File: config.mk
export PLATFORM = sky130hd
export DESIGN_NAME = pfb_font_segment_deframer
export DESIGN_NICKNAME = d
export VERILOG_FILES = /design/src/rtl/pfbsd_pkg.sv /design/src/rtl/pfbsd_parse.sv /design/src/rtl/pfb_font_segment_deframer.sv
export SDC_FILE = /design/constraint.sdc
export NUM_CORES = 1
export LEC_CHECK = 0
export BUFFER_PORTS_ARGS = -buffer_cell sky130_fd_sc_hd__buf_2
export CORE_ASPECT_RATIO = 1.4
export CORE_MARGIN = 2
export CORE_UTILIZATION = 65
export DETAILED_ROUTE_END_ITERATION = 10
export GPL_TIMING_DRIVEN = 0
export PLACE_DENSITY_LB_ADDON = 0.08
export SYNTH_ARGS = -nofsm -noshare
export SYNTH_HDL_FRONTEND = slang
export SYNTH_HIERARCHICAL = 1
export SYNTH_SLANG_ARGS = --single-unit
File: constraint.sdc
create_clock -name i_clk -period 10.98 [get_ports i_clk]
set_clock_uncertainty 0.15 [all_clocks]
set_input_delay 1.647 -clock i_clk [delete_from_list [all_inputs] [get_ports i_clk]]
set_output_delay 1.647 -clock i_clk [all_outputs]
set_load 0.005 [all_outputs]
File: src/rtl/pfbsd_pkg.sv
// Shared types and constants for the font segment deframer.
// No dependencies; used by pfbsd_parse, the top level and the checker.
package pfbsd_pkg;

    localparam int unsigned WINDOW_BYTES = 11;
    localparam int unsigned WINDOW_W     = 8 * WINDOW_BYTES;
    localparam int unsigned OUT_TDATA_W  = 112;

    localparam logic [7:0]  SEG_MARK     = 8'h80;
    localparam logic [7:0]  SEG_ASCII    = 8'd1;
    localparam logic [7:0]  SEG_BINARY   = 8'd2;
    localparam logic [7:0]  SEG_EOF      = 8'd3;
    localparam logic [31:0] TRAILER_LEN  = 32'd520;

    localparam logic [39:0] EEXEC_STR    = "eexec";
    localparam logic [87:0] CTM_STR      = "cleartomark";

    localparam logic [2:0] STAT_OK        = 3'd0;
    localparam logic [2:0] STAT_TRUNCATED = 3'd1;
    localparam logic [2:0] STAT_BAD_TYPE  = 3'd2;
    localparam logic [2:0] STAT_NO_HEADER = 3'd3;
    localparam logic [2:0] STAT_CLAMPED   = 3'd4;

    // Parsed word handed from the parse stage to the length stage.
    typedef struct packed {
        logic [7:0]  data;
        logic        byte_vld;
        logic        sum_vld;
        logic        segmented;
        logic [2:0]  status;
        logic [31:0] len1;       // segmented lengths
        logic [31:0] len2;
        logic [31:0] len3;
        logic [31:0] size;       // plain file: byte count
        logic [32:0] eexec_len;  // plain file: eexec offset + 6
        logic        eexec_ok;   // eexec seen at a nonzero offset
        logic        ctm_ok;     // cleartomark seen at a nonzero offset
    } t_stage_a;

endpackage

File: src/rtl/pfbsd_parse.sv
// Byte parser: header/segment state, length capture and keyword window.
// Depends on pfbsd_pkg. Produces one registered t_stage_a word per result.
module pfbsd_parse (
    input  logic              i_clk,
    input  logic              i_rst_n,
    input  logic              i_accept,
    input  logic [7:0]        i_byte,
    input  logic              i_last,
    input  logic              i_drain,
    output logic              o_valid,
    output pfbsd_pkg::t_stage_a o_stage
);
    import pfbsd_pkg::*;

    typedef enum logic [2:0] {
        PH_START, PH_HDR_TYPE, PH_HDR_LEN, PH_PAYLOAD, PH_HDR_MARK, PH_PLAIN, PH_DRAIN
    } t_phase;

    t_phase        r_phase, n_phase;
    logic [1:0]    r_hidx, n_hidx;
    logic          r_kind_bin, n_kind_bin;
    logic [31:0]   r_remain, n_remain;
    logic [31:0]   r_accum, n_accum;
    logic [31:0]   r_len1, n_len1;
    logic [31:0]   r_len2, n_len2;
    logic [31:0]   r_len3, n_len3;
    logic [31:0]   r_count, n_count;
    logic [WINDOW_W-1:0] r_win, n_win;
    logic [32:0]   r_eexec_len, n_eexec_len;
    logic          r_eexec_found, n_eexec_found;
    logic          r_eexec_nz, n_eexec_nz;
    logic          r_ctm_found, n_ctm_found;
    logic          r_ctm_start, n_ctm_start;

    logic          r_valid;
    t_stage_a      r_stage, n_stage;
    logic          push;

    always_comb begin
        logic ended;
        logic plain;
        logic [WINDOW_W-1:0] win_sh;
        logic [31:0] acc_full;

        n_phase       = r_phase;
        n_hidx        = r_hidx;
        n_kind_bin    = r_kind_bin;
        n_remain      = r_remain;
        n_accum       = r_accum;
        n_len1        = r_len1;
        n_len2        = r_len2;
        n_len3        = r_len3;
        n_count       = r_count;
        n_win         = r_win;
        n_eexec_len   = r_eexec_len;
        n_eexec_found = r_eexec_found;
        n_eexec_nz    = r_eexec_nz;
        n_ctm_found   = r_ctm_found;
        n_ctm_start   = r_ctm_start;
        n_stage       = '0;
        ended         = 1'b0;
        plain         = 1'b0;
        win_sh        = {r_win[WINDOW_W-9:0], i_byte};
        acc_full      = '0;

        unique case (r_phase)
            PH_START: begin
                if (i_byte == SEG_MARK) begin
                    n_phase = PH_HDR_TYPE;
                end else begin
                    n_phase = PH_PLAIN;
                    plain   = 1'b1;
                end
            end
            PH_PLAIN: begin
                plain = 1'b1;
            end
            PH_HDR_MARK: begin
                if (i_byte == SEG_MARK) begin
                    n_phase = PH_HDR_TYPE;
                end else begin
                    n_stage.sum_vld = 1'b1;
                    n_stage.status  = STAT_NO_HEADER;
                    n_phase         = PH_DRAIN;
                    ended           = 1'b1;
                end
            end
            PH_HDR_TYPE: begin
                if (i_byte == SEG_ASCII || i_byte == SEG_BINARY) begin
                    n_kind_bin = (i_byte == SEG_BINARY);
                    n_hidx     = '0;
                    n_accum    = '0;
                    n_phase    = PH_HDR_LEN;
                end else begin
                    n_stage.sum_vld = 1'b1;
                    n_stage.status  = (i_byte == SEG_EOF) ? STAT_OK : STAT_BAD_TYPE;
                    n_phase         = PH_DRAIN;
                    ended           = 1'b1;
                end
            end
            PH_HDR_LEN: begin
                // little-endian length, one byte per beat
                unique case (r_hidx)
                    2'd0: acc_full = {r_accum[31:8], i_byte};
                    2'd1: acc_full = {r_accum[31:16], i_byte, r_accum[7:0]};
                    2'd2: acc_full = {r_accum[31:24], i_byte, r_accum[15:0]};
                    default: acc_full = {i_byte, r_accum[23:0]};
                endcase
                n_accum = acc_full;
                n_hidx  = r_hidx + 2'd1;
                if (r_hidx == 2'd3) begin
                    if (r_kind_bin) begin
                        n_len2 = acc_full;
                    end else if (r_len1 == '0) begin
                        n_len1 = acc_full;
                    end else begin
                        n_len3 = acc_full;
                    end
                    n_remain = acc_full;
                    n_phase  = (acc_full != '0) ? PH_PAYLOAD : PH_HDR_MARK;
                end
            end
            PH_PAYLOAD: begin
                n_stage.data     = i_byte;
                n_stage.byte_vld = 1'b1;
                n_remain         = r_remain - 32'd1;
                if (r_remain == 32'd1) begin
                    n_phase = PH_HDR_MARK;
                end
            end
            default: begin
                ended = 1'b1;
            end
        endcase

        if (plain) begin
            ended            = 1'b1;
            n_win            = win_sh;
            n_count          = r_count + 32'd1;
            n_stage.data     = i_byte;
            n_stage.byte_vld = 1'b1;
            if (!i_last) begin
                if (!r_eexec_found && win_sh[39:0] == EEXEC_STR) begin
                    n_eexec_found = 1'b1;
                    n_eexec_nz    = (r_count != 32'd4);
                    n_eexec_len   = {1'b0, r_count - 32'd4} + 33'd6;
                end
                if (!r_ctm_found && !r_ctm_start && win_sh == CTM_STR) begin
                    if (r_count == 32'd10) begin
                        n_ctm_start = 1'b1;
                    end else begin
                        n_ctm_found = 1'b1;
                    end
                end
            end else begin
                n_stage.sum_vld  = 1'b1;
                n_stage.size     = r_count + 32'd1;
                n_stage.eexec_len = r_eexec_len;
                n_stage.eexec_ok = r_eexec_found && r_eexec_nz;
                n_stage.ctm_ok   = r_ctm_found;
            end
        end else begin
            if (i_last && !ended) begin
                n_stage.sum_vld = 1'b1;
                n_stage.status  = STAT_TRUNCATED;
            end
            if (n_stage.sum_vld) begin
                n_stage.segmented = 1'b1;
                n_stage.len1      = n_len1;
                n_stage.len2      = n_len2;
                n_stage.len3      = n_len3;
            end
        end

        // end of file: back to the start for the next one
        if (i_last) begin
            n_phase       = PH_START;
            n_hidx        = '0;
            n_kind_bin    = 1'b0;
            n_remain      = '0;
            n_accum       = '0;
            n_len1        = '0;
            n_len2        = '0;
            n_len3        = '0;
            n_count       = '0;
            n_win         = '0;
            n_eexec_len   = '0;
            n_eexec_found = 1'b0;
            n_eexec_nz    = 1'b0;
            n_ctm_found   = 1'b0;
            n_ctm_start   = 1'b0;
        end
    end

    assign push = i_accept && (n_stage.byte_vld || n_stage.sum_vld);

    always_ff @(posedge i_clk) begin
        if (!i_rst_n) begin
            r_phase       <= PH_START;
            r_hidx        <= '0;
            r_kind_bin    <= 1'b0;
            r_remain      <= '0;
            r_accum       <= '0;
            r_len1        <= '0;
            r_len2        <= '0;
            r_len3        <= '0;
            r_count       <= '0;
            r_win         <= '0;
            r_eexec_len   <= '0;
            r_eexec_found <= 1'b0;
            r_eexec_nz    <= 1'b0;
            r_ctm_found   <= 1'b0;
            r_ctm_start   <= 1'b0;
            r_valid       <= 1'b0;
        end else begin
            if (i_accept) begin
                r_phase       <= n_phase;
                r_hidx        <= n_hidx;
                r_kind_bin    <= n_kind_bin;
                r_remain      <= n_remain;
                r_accum       <= n_accum;
                r_len1        <= n_len1;
                r_len2        <= n_len2;
                r_len3        <= n_len3;
                r_count       <= n_count;
                r_win         <= n_win;
                r_eexec_len   <= n_eexec_len;
                r_eexec_found <= n_eexec_found;
                r_eexec_nz    <= n_eexec_nz;
                r_ctm_found   <= n_ctm_found;
                r_ctm_start   <= n_ctm_start;
            end
            if (push) begin
                r_valid <= 1'b1;
            end else if (i_drain) begin
                r_valid <= 1'b0;
            end
        end
    end

    always_ff @(posedge i_clk) begin
        if (push) begin
            r_stage <= n_stage;
        end
    end

    assign o_valid = r_valid;
    assign o_stage = r_stage;

endmodule

File: src/rtl/pfb_font_segment_deframer.sv
// Channel   | dir | beat contents
// s (in)    | in  | tdata[7:0] in_byte; tlast last_byte
// m (out)   | out | tdata: out_byte, 3 lengths, was_segmented, status; tuser byte_valid;
//           |     | tlast summary_valid
// One byte per cycle sustained while the output is not stalled. Two register
// stages: the parse register inside pfbsd_parse, then the output register here
// where plain-file lengths are finished. A stalled output holds; the input keeps
// flowing until both stages are full. Bytes that give no result (headers,
// drained tail) occupy no stage.
// Reset is synchronous, active low, and returns the parser to start of file.
module pfb_font_segment_deframer (
    input  logic                                i_clk,
    input  logic                                i_rst_n,
    input  logic                                i_s_tvalid,
    output logic                                o_s_tready,
    input  logic [7:0]                          i_s_tdata,  // [7:0] in_byte
    input  logic                                i_s_tlast,  // last_byte
    output logic                                o_m_tvalid,
    input  logic                                i_m_tready,
    // [7:0] out_byte, [39:8] length_clear, [71:40] length_encrypted,
    // [103:72] length_trailer, [104] was_segmented, [107:105] status, rest zero
    output logic [pfbsd_pkg::OUT_TDATA_W-1:0]   o_m_tdata,
    output logic                                o_m_tuser,  // byte_valid
    output logic                                o_m_tlast   // summary_valid
);
    import pfbsd_pkg::*;

    logic      a_valid;
    t_stage_a  a_stage;
    logic      a_drain;
    logic      accept;

    logic      r_o_valid;
    logic [OUT_TDATA_W-1:0] r_o_data, n_o_data;
    logic      r_o_user;
    logic      r_o_last;

    assign a_drain    = a_valid && (!r_o_valid || i_m_tready);
    assign o_s_tready = !a_valid || a_drain;
    assign accept     = i_s_tvalid && o_s_tready;

    pfbsd_parse u_parse (
        .i_clk    (i_clk),
        .i_rst_n  (i_rst_n),
        .i_accept (accept),
        .i_byte   (i_s_tdata),
        .i_last   (i_s_tlast),
        .i_drain  (a_drain),
        .o_valid  (a_valid),
        .o_stage  (a_stage)
    );

    // plain-file lengths: length2 = size - length1 - 520, clamped at zero
    always_comb begin
        logic [34:0] d2;
        logic [33:0] d3;
        logic [31:0] l1, l2, l3;
        logic [2:0]  st;

        d2 = {3'b0, a_stage.size} - {2'b0, a_stage.eexec_len} - {3'b0, TRAILER_LEN};
        d3 = {2'b0, a_stage.size} - {1'b0, a_stage.eexec_len};
        l1 = a_stage.len1;
        l2 = a_stage.len2;
        l3 = a_stage.len3;
        st = a_stage.status;
        if (a_stage.sum_vld && !a_stage.segmented) begin
            st = STAT_OK;
            if (a_stage.eexec_ok && a_stage.ctm_ok) begin
                l1 = a_stage.eexec_len[31:0];
                if (d2[34]) begin
                    l2 = '0;
                    l3 = d3[33] ? 32'd0 : d3[31:0];
                    st = STAT_CLAMPED;
                end else begin
                    l2 = d2[31:0];
                    l3 = TRAILER_LEN;
                end
            end else begin
                l1 = '0;
                l2 = '0;
                l3 = a_stage.size;
            end
        end
        n_o_data = {4'b0, st, a_stage.segmented, l3, l2, l1, a_stage.data};
    end

    always_ff @(posedge i_clk) begin
        if (!i_rst_n) begin
            r_o_valid <= 1'b0;
        end else if (a_drain) begin
            r_o_valid <= 1'b1;
        end else if (i_m_tready) begin
            r_o_valid <= 1'b0;
        end
    end

    always_ff @(posedge i_clk) begin
        if (a_drain) begin
            r_o_data <= n_o_data;
            r_o_user <= a_stage.byte_vld;
            r_o_last <= a_stage.sum_vld;
        end
    end

    assign o_m_tvalid = r_o_valid;
    assign o_m_tdata  = r_o_data;
    assign o_m_tuser  = r_o_user;
    assign o_m_tlast  = r_o_last;

endmodule

==> impl_metrics.env <==
export IMPL_status="completed"
export IMPL_syn_area_um2=29700
export IMPL_core_area_um2=45100
export IMPL_antenna_found_initial=1
export IMPL_max_cap_violations=0
export IMPL_avgSynthCellArea_um2=9.46
export IMPL_crit_type="reg -> reg"
export IMPL_post_drt_wl_per_cell_um=25.2
export IMPL_std_cell_rows=92
export IMPL_synth_top_area_share_pct=28.9
export IMPL_drive_above_1_share_pct=8.30
export IMPL_synthTopCellsByArea="edfxtp_1 29%, dfxtp_1 21%, nor2_1 6.6%"
export IMPL_drt_pass1_iter_count=7
export IMPL_fmax_mhz=184
export IMPL_drt_wl_total_mm=100
export IMPL_synthMuxAreaShare_pct=0.387
export IMPL_synth_xor_area_share_pct=3.60
export IMPL_layout_min_cycle_time_ns=5.43
export IMPL_ys_async_sr_fraction_pct=0
export IMPL_die_width_um=185
export IMPL_synth_seq_area_share_pct=50.3
export IMPL_dp_hpwl_mm=76.6
export IMPL_syn_inst=3140
export IMPL_tns_ns=0
export IMPL_gr_usage_all_layers_pct=41.6
export IMPL_grt_pass1_vias=25172
export IMPL_yosys_area_share_simple_pct=19.0
export IMPL_final_nets=3390
export IMPL_via_per_inst=6.71
export IMPL_slew_viol_final=0
export IMPL_io_pins=129
export IMPL_timing_final_crit_share_pct=49.5
export IMPL_ys_ff_latch=603
export IMPL_p_leak_nw=11.9
export IMPL_io_buffers=122
export IMPL_nFillCells=3356
export IMPL_cts_resized=0
export IMPL_postCtsHoldBufs=0
export IMPL_cts_buffer_depth=3
export IMPL_clock_sinks=603
export IMPL_grt_max_degree=64
export IMPL_synth_edf_count=286
export IMPL_vdd_drop_max_uv=129
export IMPL_cts_setup_buffers=0
export IMPL_drcViolationCount=0
export IMPL_cts_tree="yes"
export IMPL_relSlewSlack_pct=3.56
export IMPL_critPathCaptureType="register"
export IMPL_synth_compound_gate_area_share_pct=20.5
export IMPL_detail_route_antenna_nets=0
export IMPL_tightest_slew_ns=1.44
export IMPL_start_util_pct=65.9
export IMPL_setup_viol=0
export IMPL_htreeDepth=2
export IMPL_die_h_um=257
export IMPL_synth_fa_ha_area_share_pct=2.13
export IMPL_final_hold_viol_count=0
export IMPL_grt_pass1_wl_mm=148
export IMPL_hold_class="reg -> reg"
export IMPL_crit_path_start_kind="register"
export IMPL_drt_iter0_markers=3220
export IMPL_crit_required_ns=11.19
export IMPL_synth_top_family_by_area="compound AO/OA/AOI/OAI gates"
export IMPL_worstPathMaxFanout=10
export IMPL_antennaDiodeCount=0
export IMPL_clock_latency_ns=0.61
export IMPL_ys_flop_type="dfxtp_1"
export IMPL_cts_root_buf="clkbuf_16"
export IMPL_vias=26741
export IMPL_yosysUniqueCellTypes=96
export IMPL_syn2layout_area_growth_pct=11.2
export IMPL_yosysWarningCount=6
export IMPL_grt_overflow_total=0
export IMPL_rsz0062_at_grt="no"
export IMPL_gp_congestion=1.10
export IMPL_hold_slack_ns=0.272
export IMPL_cts_buffers=54
export IMPL_clk_pin_slew_ns=0.07
export IMPL_arrival_ns=5.64
export IMPL_die_area_um2=47500
export IMPL_power_density_nw_per_um2=155
export IMPL_synth_area_leader_cell="edfxtp_1"
-- routing by layer --
| layer | vias to the layer above | track usage [%] | part of all wire (%) |
|---|---|---|---|
| met5 | - | 0 | 0 |
| met4 | 0 | 33.4 | 9.6 |
| met3 | 467 | 7.39 | 9.6 |
| met2 | 1818 | 68.8 | 47 |
| met1 | 12478 | 46.9 | 34 |
| li1 | 11978 | - | - |
-- cells by family after synthesis --
logic type,Yosys count
buffers and inverters,303
flip-flops,603
adder cells (fa/ha/maj),50
multiplexers,11
other,2
XOR/XNOR,122
AND/OR/NAND/NOR,1150
AO/OA/AOI/OAI,899
-- where the power goes --
part / switching [mW] / internal (mW)
clock network: 0.852 / 1.05
logic: 0.507 / 0.213
registers: 0.0438 / 2.45
total: 1.40 / 3.71
-- flip-flops by register name (all words and copies together), names as in the netlist, 2 cells and up --
name / count
u_parse/r_remain: 32
u_parse/r_len1: 32
u_parse/r_len2: 32
u_parse/r_win: 80
u_parse/r_accum: 32
u_parse/o_stage: 176
o_m_tdata: 108
u_parse/r_len3: 32
u_parse/r_eexec_len: 33
u_parse/r_phase: 3
u_parse/r_hidx: 2
u_parse/r_count: 32
-- final timing paths --
| path | start | endpoint | slack, ns | cells past startpoint |
|---|---|---|---|---|
| worst max-delay path | u_parse/o_stage[12] | o_m_tdata[52] | 5.55 | 14 |
| worst min-delay path | u_parse/o_stage[174] | o_m_tdata[5] | 0.27 | 0 |
| worst max register to register | u_parse/o_stage[12] | o_m_tdata[52] | 5.55 | 14 |
| worst min register to register | u_parse/o_stage[174] | o_m_tdata[5] | 0.27 | 0 |
-- cell type report --
type	instances	area, um2	area share, %
flip-flops and latches	603	14900	45.2
multi-input cells	2237	13600	41.2
clock buffers	69	1470	4.44
plain buffers	240	978	2.96
well taps	611	764	2.31
repair buffers	128	746	2.26
clock inverters	33	305	0.924
inverters	63	236	0.716
-- synthesized netlist by cell type (7+ instances only) --
cell type / count
or4_1: 20
xor2_1: 50
nand2b_1: 17
and3_1: 54
o21a_1: 11
a21oi_1: 226
and2_1: 26
mux2i_1: 7
xnor2_1: 72
o21ai_0: 117
o211ai_1: 13
nand3_1: 43
clkbuf_1: 211
nor2b_1: 19
nand4_1: 30
or2_2: 9
buf_1: 14
nor3_1: 97
dfxtp_1: 317
nand4b_1: 9
nand2_1: 148
inv_1: 62
edfxtp_1: 286
a22oi_1: 208
a211o_1: 7
or3_1: 33
nand3b_1: 11
a211oi_1: 72
a31oi_1: 14
nor4b_1: 12
o31ai_1: 11
buf_6: 7
ha_1: 49
a22o_1: 114
and4_1: 12
nor4_1: 46
o21ai_1: 22
nor2_1: 523
a21o_1: 22
-- stage by stage --
step	area, um2	cells	power, mW	util (%)	setup slack, ns
floorplan	29700	3143	2.97	-	3.62
global placement	31100	3876	3.23	68.9	1.58
detailed placement	31300	3882	3.23	69.3	5.85
CTS	33000	3984	5.10	73.2	5.84
global route	33000	3984	5.24	73.2	5.45
finish	33000	3984	5.12	73.2	5.55
-- worst max-delay path, stage by stage, from the launching register on --
cell and delay [ns]:
edfxtp_1 0.40, inv_1 0.06, ha_1 0.27, clkbuf_1 0.32, nand2_1 0.16, o21ai_0 0.74
or2_2 0.25, o21a_1 0.11, o211ai_1 0.42, a21oi_1 0.80, nand4_4 0.23, nor4_4 0.71
nor2_4 0.17, buf_6 0.19, a22o_1 0.19
-- placed cells by master (no fill, tap or decap), types with 114 or more instances in the layout --
cell / instances
buf_2: 124
o21ai_0: 117
nand2_1: 148
clkbuf_1: 220
a22oi_1: 208
dfxtp_1: 317
edfxtp_1: 286
nor2_1: 523
a22o_1: 114
a21oi_1: 226
Note: power is estimated with default switching activity, not from simulation.
